### src/hw/rtl/lps_pkg.sv
// Package for the latency percentile summary block.
// Shared constants and the front-to-back request struct; no dependencies.
`timescale 1ns / 1ps
`default_nettype none
package lps_pkg;
  localparam int MaxSamplesDefault = 1024;
  localparam int PctNum = 99;
  localparam int PctDen = 100;
  localparam int SampleW = 32;
  localparam int CountW = 11;

  typedef struct packed {
    logic [SampleW-1:0] sample;
    logic               last;
  } lps_req_t;
endpackage
`default_nettype wire

### src/hw/rtl/lps_front.sv
// Front end: accepts samples into a short queue towards the back end.
// Depends on lps_pkg.
`timescale 1ns / 1ps
`default_nettype none
module lps_front
  import lps_pkg::*;
(
  input  wire logic             clk,
  input  wire logic             rst,
  input  wire logic             push,
  output logic                  full,
  input  wire logic [SampleW-1:0] latency_ns,
  input  wire logic             last_sample,
  output logic                  req_valid,
  output lps_req_t              req,
  input  wire logic             req_take
);
  lps_req_t q [2];
  logic     rd_ptr;
  logic     wr_ptr;
  logic [1:0] fill;
  logic     do_push;
  logic     do_pop;

  assign full      = (fill == 2'd2);
  assign req_valid = (fill != 2'd0);
  assign req       = q[rd_ptr];
  assign do_push   = push && !full;
  assign do_pop    = req_take && req_valid;

  always_ff @(posedge clk) begin
    if (do_push) begin
      q[wr_ptr] <= '{sample: latency_ns, last: last_sample};
    end
    if (rst) begin
      rd_ptr <= 1'b0;
      wr_ptr <= 1'b0;
      fill   <= 2'd0;
    end else begin
      if (do_push) wr_ptr <= ~wr_ptr;
      if (do_pop) rd_ptr <= ~rd_ptr;
      fill <= fill + {1'b0, do_push} - {1'b0, do_pop};
    end
  end
endmodule
`default_nettype wire

### config.mk
export PLATFORM = sky130hd
export DESIGN_NAME = lps_front
export DESIGN_NICKNAME = d
export VERILOG_FILES = /design/src/hw/rtl/lps_pkg.sv /design/src/hw/rtl/lps_front.sv
export SDC_FILE = /design/constraint.sdc
export NUM_CORES = 1
export LEC_CHECK = 0
export BUFFER_PORTS_ARGS = -buffer_cell sky130_fd_sc_hd__buf_2
export CORE_UTILIZATION = 55
export CTS_CLUSTER_SIZE = 40
export DETAILED_ROUTE_END_ITERATION = 8
export PLACE_DENSITY = 0.84
export SLEW_MARGIN = 20
export SYNTH_ARGS = -nofsm -noshare
export SYNTH_HDL_FRONTEND = slang
export SYNTH_SLANG_ARGS = --single-unit
### constraint.sdc
create_clock -name clk -period 3.7 [get_ports clk]
set_input_delay 0.37 -clock clk [delete_from_list [all_inputs] [get_ports clk]]
set_output_delay 0.37 -clock clk [all_outputs]
set_load 0.01 [all_outputs]
==> results_dict.tcl, run 1 <==
set metrics [dict create \
    synth_warnings 0 \
    clock_tree_root "sky130_fd_sc_hd__clkbuf_8" \
    fin_nets 247 \
    clock_h_tree_levels 3 \
    wire_length_of_the_first_global_routing_pass_mm 6.96 \
    n_fill_cell 271 \
    synth-simple-area-share_pct 1.92 \
    post-route-util_pct 71.4 \
    hold_class "input port to register" \
    post_route_cells_drive_above_1_share_pct 57.3 \
    n_antenna_cell 0 \
    number_of_standard_cell_rows_in_the_floorplan 24 \
    synth_fa_ha_area_share_pct 0.958 \
    initial_utilization_pct 58.4 \
    outcome "complete, but fails checks" \
    pin_count_of_the_biggest_net_entering_global_routing 34 \
    critical_path_cell_list "buf_4, mux2_2, buf_2" \
    number_of_resized_instances_in_the_post_cts_repair_step 0 \
    drt_pre_antenna_iters 8 \
    via_count 1383 \
    highest_attainable_clock_frequency_mhz 469 \
    drt_iter0_markers 55 \
    viasPerCell 5.22 \
    hold_depth 1 \
    timing.hold.worst.start "latency_ns[29]" \
    top_level_pins 72 \
    ys_seq_area_share_pct 79.7 \
    power_density_nw_per_um2 663 \
    tritoncts "yes" \
    remaining_design_rule_violation_count 6 \
    port_buffers 71 \
    criticalPathCategory "register to output port" \
    critical_path.max_fanout 27 \
    vdd_drop_max_mv 0.357 \
    clkLatencyLatePin_ns 0.34 \
    post_drt_wl_per_cell_microns 16.6 \
    syn-instance-count 129 \
    worst-slew-pin-transition_ns 0.791 \
    vias_in_the_first_global_route 1501 \
    worst_setup_hold_path_clk_slew_ns 0.07 \
    coreArea_sq_um 4470 \
    worst-r2r-cell-count 4 \
    grt_setup_unrepaired "no" \
    cp_startpoint_kind "register" \
    area_growth_pct 22.4 \
    hold_path_end "q[1][30]$_DFFE_PP_" \
    arrival_ns 1.76 \
    dp_hpwl_mm 2.92 \
    final.hold.worst_slack_ns 0.214 \
    fp.dieW_microns 70.9 \
    grt_usage_pct 19.5 \
    cp_num_buf_inv 2 \
    path_delay_family "buffers and inverters" \
    reg2reg_to "q[0][7]$_DFFE_PP_" \
    slew_headroom_pct 47.3 \
    gp_congestion 0.743 \
    syn_area_sq_um 2610 \
    hold_viol_final 0 \
    post_synth_mux_area_share_pct 14.2 \
    mappedNetlistNets 168 \
    timing.critical_path.to_type "output port" \
    cts-buffers-inserted 9 \
    final.min_clock_period_ns 2.13 \
    compound_gate_fraction_of_synth_area_pct 0.670 \
    ctsHoldBuffers 0 \
    ctsLongestPathBuffers 2 \
    post_synth_num_cell_types 20 \
    r2r_start "fill[0]$_SDFF_PP0_" \
    clock_sink_count 71 \
    yosys.area_share.xor_xnor_pct 1.01 \
    finalClockSkew_ns 0.00504 \
    timing.final.crit_share_pct 57.6 \
    final_antenna_violating_net_count 0 \
    critical-path-slowest-cell "sky130_fd_sc_hd__dfxtp_1" \
    setup-tns-final_ns 0 \
    synthesis.area_per_instance_sq_um 20.3 \
    worstPathRequired_ns 3.33 \
    floorplan.die.height_microns 70.9 \
    cts_setup_buffers 0 \
    power_leakage_uw 0.00123 \
    combinational_family_with_the_most_area_after_synthesis "multiplexers" \
    violations "design-rule violations" \
    seq_cells_post_synth 71 \
    worst_case_register_to_register_setup_slack_ns 1.84 \
    timing.critical_path.slowest_cell_delay_ns 0.49 \
    antenna_found_initial 0 \
    postRouteWirelength_mm 4.40 \
    final_max_slew_viol_count 0 \
    maxCapViolations 0 \
    grt_remaining_overflow 0 \
    finalSetupViolations 0 \
    die_outline_area_sq_um 5030 \
]
-- power by group --
part	leakage [uW]	switching (uW)	internal (uW)	total [uW]
registers	0.000658	39.1	1000	1040
logic	0.000488	262	244	506
clock network	0.0000880	267	309	575
total	0.00123	568	1550	2120
-- worst max path at each step --
stage	from	slack, ns	depth (start not counted)	to
after global routing	register	1.47	3	req[31]
after detailed placement	push	1.83	4	q[0][10]$_DFFE_PP_
after CTS	register	1.54	3	req[31]
after floorplan	fill[0]$_SDFF_PP0_	1.80	4	q[0][0]$_DFFE_PP_
after global placement	push	1.52	4	q[0][30]$_DFFE_PP_
final	register	1.57	3	req[31]
-- cell families after synthesis --
logic type                 count (synthesis)
AOI/OAI and AO/OA                          3
and+or+nand+nor                            9
buffers and inverters                      8
muxes                                     33
adders and majority gates                  2
xor gates and xnor gates                   3
DFF                                       71
-- layout make-up --
cell class	count	area (sq um)	area share (%)
clock buffer	12	135	4.23
clock inverter	4	46.3	1.45
inverter	4	15.0	0.470
multi-input combinational	50	490	15.3
sequential	71	2080	65.1
tap	52	65.1	2.04
timing repair buffer	72	363	11.4
-- per-layer routing --
metal	wire length [microns]	share of wire [%]	global-route usage (%)
met1	1750	40	20.7
met4	119	2.7	12.9
met3	323	7.3	7.69
met5	0	0	0
met2	2200	50	32.3
-- sequential cells by signal (all words and copies together), names as in the netlist, named ones only --
| name | count |
|---|---|
| rd_ptr | 1 |
| wr_ptr | 1 |
| fill | 2 |
| q | 66 |
-- synth_stat cells --
library cell	instances	share of area, %
sky130_fd_sc_hd__edfxtp_1	66	76
sky130_fd_sc_hd__mux2_2	33	14
sky130_fd_sc_hd__dfxtp_1	5	3.8
sky130_fd_sc_hd__inv_1	3	0.43
sky130_fd_sc_hd__nor2_1	3	0.43
sky130_fd_sc_hd__buf_2	2	0.38
sky130_fd_sc_hd__buf_4	2	0.57
sky130_fd_sc_hd__ha_1	2	0.96
sky130_fd_sc_hd__xnor2_1	2	0.67
sky130_fd_sc_hd__a21oi_1	1	0.19
sky130_fd_sc_hd__and3_2	1	0.29
sky130_fd_sc_hd__inv_2	1	0.14
sky130_fd_sc_hd__nand2_1	1	0.14
sky130_fd_sc_hd__nand2b_2	1	0.34
sky130_fd_sc_hd__nor2b_1	1	0.24
sky130_fd_sc_hd__o21a_1	1	0.29
sky130_fd_sc_hd__o21ai_0	1	0.19
sky130_fd_sc_hd__or2_2	1	0.24
sky130_fd_sc_hd__or3_1	1	0.24
sky130_fd_sc_hd__xor2_1	1	0.34
-- per-stage QoR --
| stage | cells | setup WS, ns | cell area [sq um] | total power (uW) |
|---|---|---|---|---|
| after global placement | 249 | 1.52 | 3020 | 1540 |
| after floorplan | 129 | 1.80 | 2610 | 1380 |
| after global routing | 265 | 1.47 | 3200 | 2220 |
| after detailed placement | 249 | 1.83 | 3020 | 1570 |
| after CTS | 265 | 1.54 | 3200 | 2140 |
| final | 265 | 1.57 | 3200 | 2120 |
-- cell usage in the layout, fill, tap and decap left out, drive strengths merged, types with 2 or more instances in the layout --
cell type  netlist  layout
buf              4      72
mux2            33      33
clkbuf           0      12
nor2             3       3
clkinv           0       2
edfxtp          66      66
xnor2            2       2
ha               2       2
inv              4       4
dfxtp            5       5
(Power assumes the default switching activity.)
==> run 2, diff against run 1 <==
CORE_UTILIZATION = 51   (was 55)
PLACE_DENSITY = 0.79   (was 0.84)
clock period = 2.1 ns   (was 3.7 ns; I/O delays follow)
==> run 2 against run 1 <==
Compared with the run above: the run now ends clean; critical endpoint is now req[13]; largest cell class unchanged; routed wire length fell by 2.1%; non-clock buffer count rose by 4; sequential power rose by 74%.
==> results_dict.tcl, run 2 (same netlist as run 1, synthesis figures left out) <==
set metrics [dict create \
    outcome "finished, final reports clean" \
    n_fill_cell 344 \
    power_density_nw_per_um2 1180 \
    hold_class "input port to register" \
    critical_path.max_fanout 18 \
    grt_remaining_overflow 0 \
    largest_register_ff_count 66 \
    ctsHoldBuffers 0 \
    viasPerCell 4.89 \
    clock_tree_root "sky130_fd_sc_hd__clkbuf_8" \
    cp_startpoint_kind "register" \
    post_route_cells_drive_above_1_share_pct 57.9 \
    leading_cell_types_in_the_layout_fill_and_taps_excluded "sky130_fd_sc_hd__buf_2, sky130_fd_sc_hd__edfxtp_1, sky130_fd_sc_hd__mux2_2, sky130_fd_sc_hd__clkbuf_8, sky130_fd_sc_hd__dfxtp_1" \
    top_level_pins 72 \
    final_max_slew_viol_count 0 \
    grt_util_met3_pct 5.76 \
    number_of_resized_instances_in_the_post_cts_repair_step 0 \
    coreArea_sq_um 4820 \
    post_drt_wl_per_cell_microns 15.2 \
    worst-slew-pin-transition_ns 0.305 \
    worst_setup_hold_path_clk_slew_ns 0.07 \
    final_antenna_violating_net_count 0 \
    biggestRegsByFlops "q: 66 flops, fill: 2 flops" \
    port_buffers 71 \
    floorplan.die.height_microns 73.6 \
    grt_setup_unrepaired "no" \
    top_usage_layer "met2" \
    grt_usage_pct 17.3 \
    area_growth_pct 25.5 \
    remaining_design_rule_violation_count 0 \
    fin_nets 251 \
    drt_iter0_markers 73 \
    number_of_standard_cell_rows_in_the_floorplan 25 \
    grtUsageMet2_pct 27.5 \
    largest_register "q" \
    timing.final.crit_share_pct 78.4 \
    postRouteWirelength_mm 4.30 \
    most_common_cell_after_layout_fill_and_taps_aside "sky130_fd_sc_hd__buf_2" \
    final.min_clock_period_ns 1.65 \
    wire_length_of_the_first_global_routing_pass_mm 6.46 \
    total_power_uw 3860 \
    finalSetupViolations 0 \
    gp_congestion 0.641 \
    vias_in_the_first_global_route 1408 \
    clock_h_tree_levels 3 \
    via_count 1385 \
    dp_hpwl_mm 2.96 \
    antenna_found_initial 0 \
    vdd_drop_max_mv 0.670 \
    power_leakage_uw 0.00127 \
    pin_count_of_the_biggest_net_entering_global_routing 24 \
    ctsLongestPathBuffers 2 \
    criticalPathCategory "register to output port" \
    initial_utilization_pct 54.2 \
    cts_setup_buffers 0 \
    grt_util_met1_pct 20.0 \
    drt_pre_antenna_iters 4 \
    slew_headroom_pct 79.7 \
    fp.dieW_microns 73.6 \
    hold_viol_final 0 \
    final.hold.worst_slack_ns 0.0624 \
    die_outline_area_sq_um 5410 \
    maxCapViolations 0 \
    cts-buffers-inserted 9 \
    arrival_ns 1.44 \
    tritoncts "yes" \
    clock_sink_count 71 \
    highest_attainable_clock_frequency_mhz 607 \
    clkLatencyLatePin_ns 0.33 \
    timing.critical_path.to_type "output port" \
    worstPathRequired_ns 1.89 \
    n_antenna_cell 0 \
    finalClockSkew_ns 0.00858 \
    setup-tns-final_ns 0 \
]
==> run 2: area by class of cell <==
cell class,instances,area [sq um],area share (%)
clock inverter,4,71.3,2.17
sequential,71,2080,63.5
multi-input combinational,50,490,15.0
timing repair buffer,76,405,12.4
clock buffer,11,131,4.01
tap,67,83.8,2.56
inverter,4,15.0,0.458
==> run 2: final timing paths <==
kind                            start                  end  slack (ns)  depth (start not counted)
setup / recovery             register              req[13]        0.45                          3
hold reg to reg   wr_ptr$_SDFFE_PP0N_  wr_ptr$_SDFFE_PP0N_        0.50                          2
setup reg to reg   fill[0]$_SDFF_PP0_   q[0][20]$_DFFE_PP_        0.49                          5
hold / removal         latency_ns[31]   q[0][32]$_DFFE_PP_        0.06                          1
==> run 2: layer usage <==
layer | part of all wire [%] | routed length, microns | vias up
met5 | 0 | 0 | -
met4 | 2.4 | 104 | 0
met3 | 6.3 | 269 | 10
met2 | 50 | 2150 | 53
met1 | 41 | 1780 | 663
li1 | - | - | 659
==> run 2: critical path, cell delays in order (launching register included) <==
cell and delay (ns):
sky130_fd_sc_hd__dfxtp_1 0.32, sky130_fd_sc_hd__buf_4 0.26, sky130_fd_sc_hd__mux2_2 0.38, sky130_fd_sc_hd__buf_2 0.14
==> run 2: metrics by stage <==
stage / setup slack [ns] / instance area [sq um] / utilization [%] / instances
after floorplan: 0.201 / 2610 / - / 129
after global placement: 0.563 / 3080 / 63.9 / 268
after detailed placement: 0.486 / 3080 / 63.9 / 268
after CTS: 0.442 / 3280 / 68.1 / 283
after global routing: 0.386 / 3280 / 68.1 / 283
final: 0.453 / 3280 / 68.1 / 283
==> run 2: where the power goes <==
group	total, uW	internal [uW]	switching, uW
logic	936	457	478
clock network	1110	659	452
registers	1810	1760	54.8
total	3860	2870	985
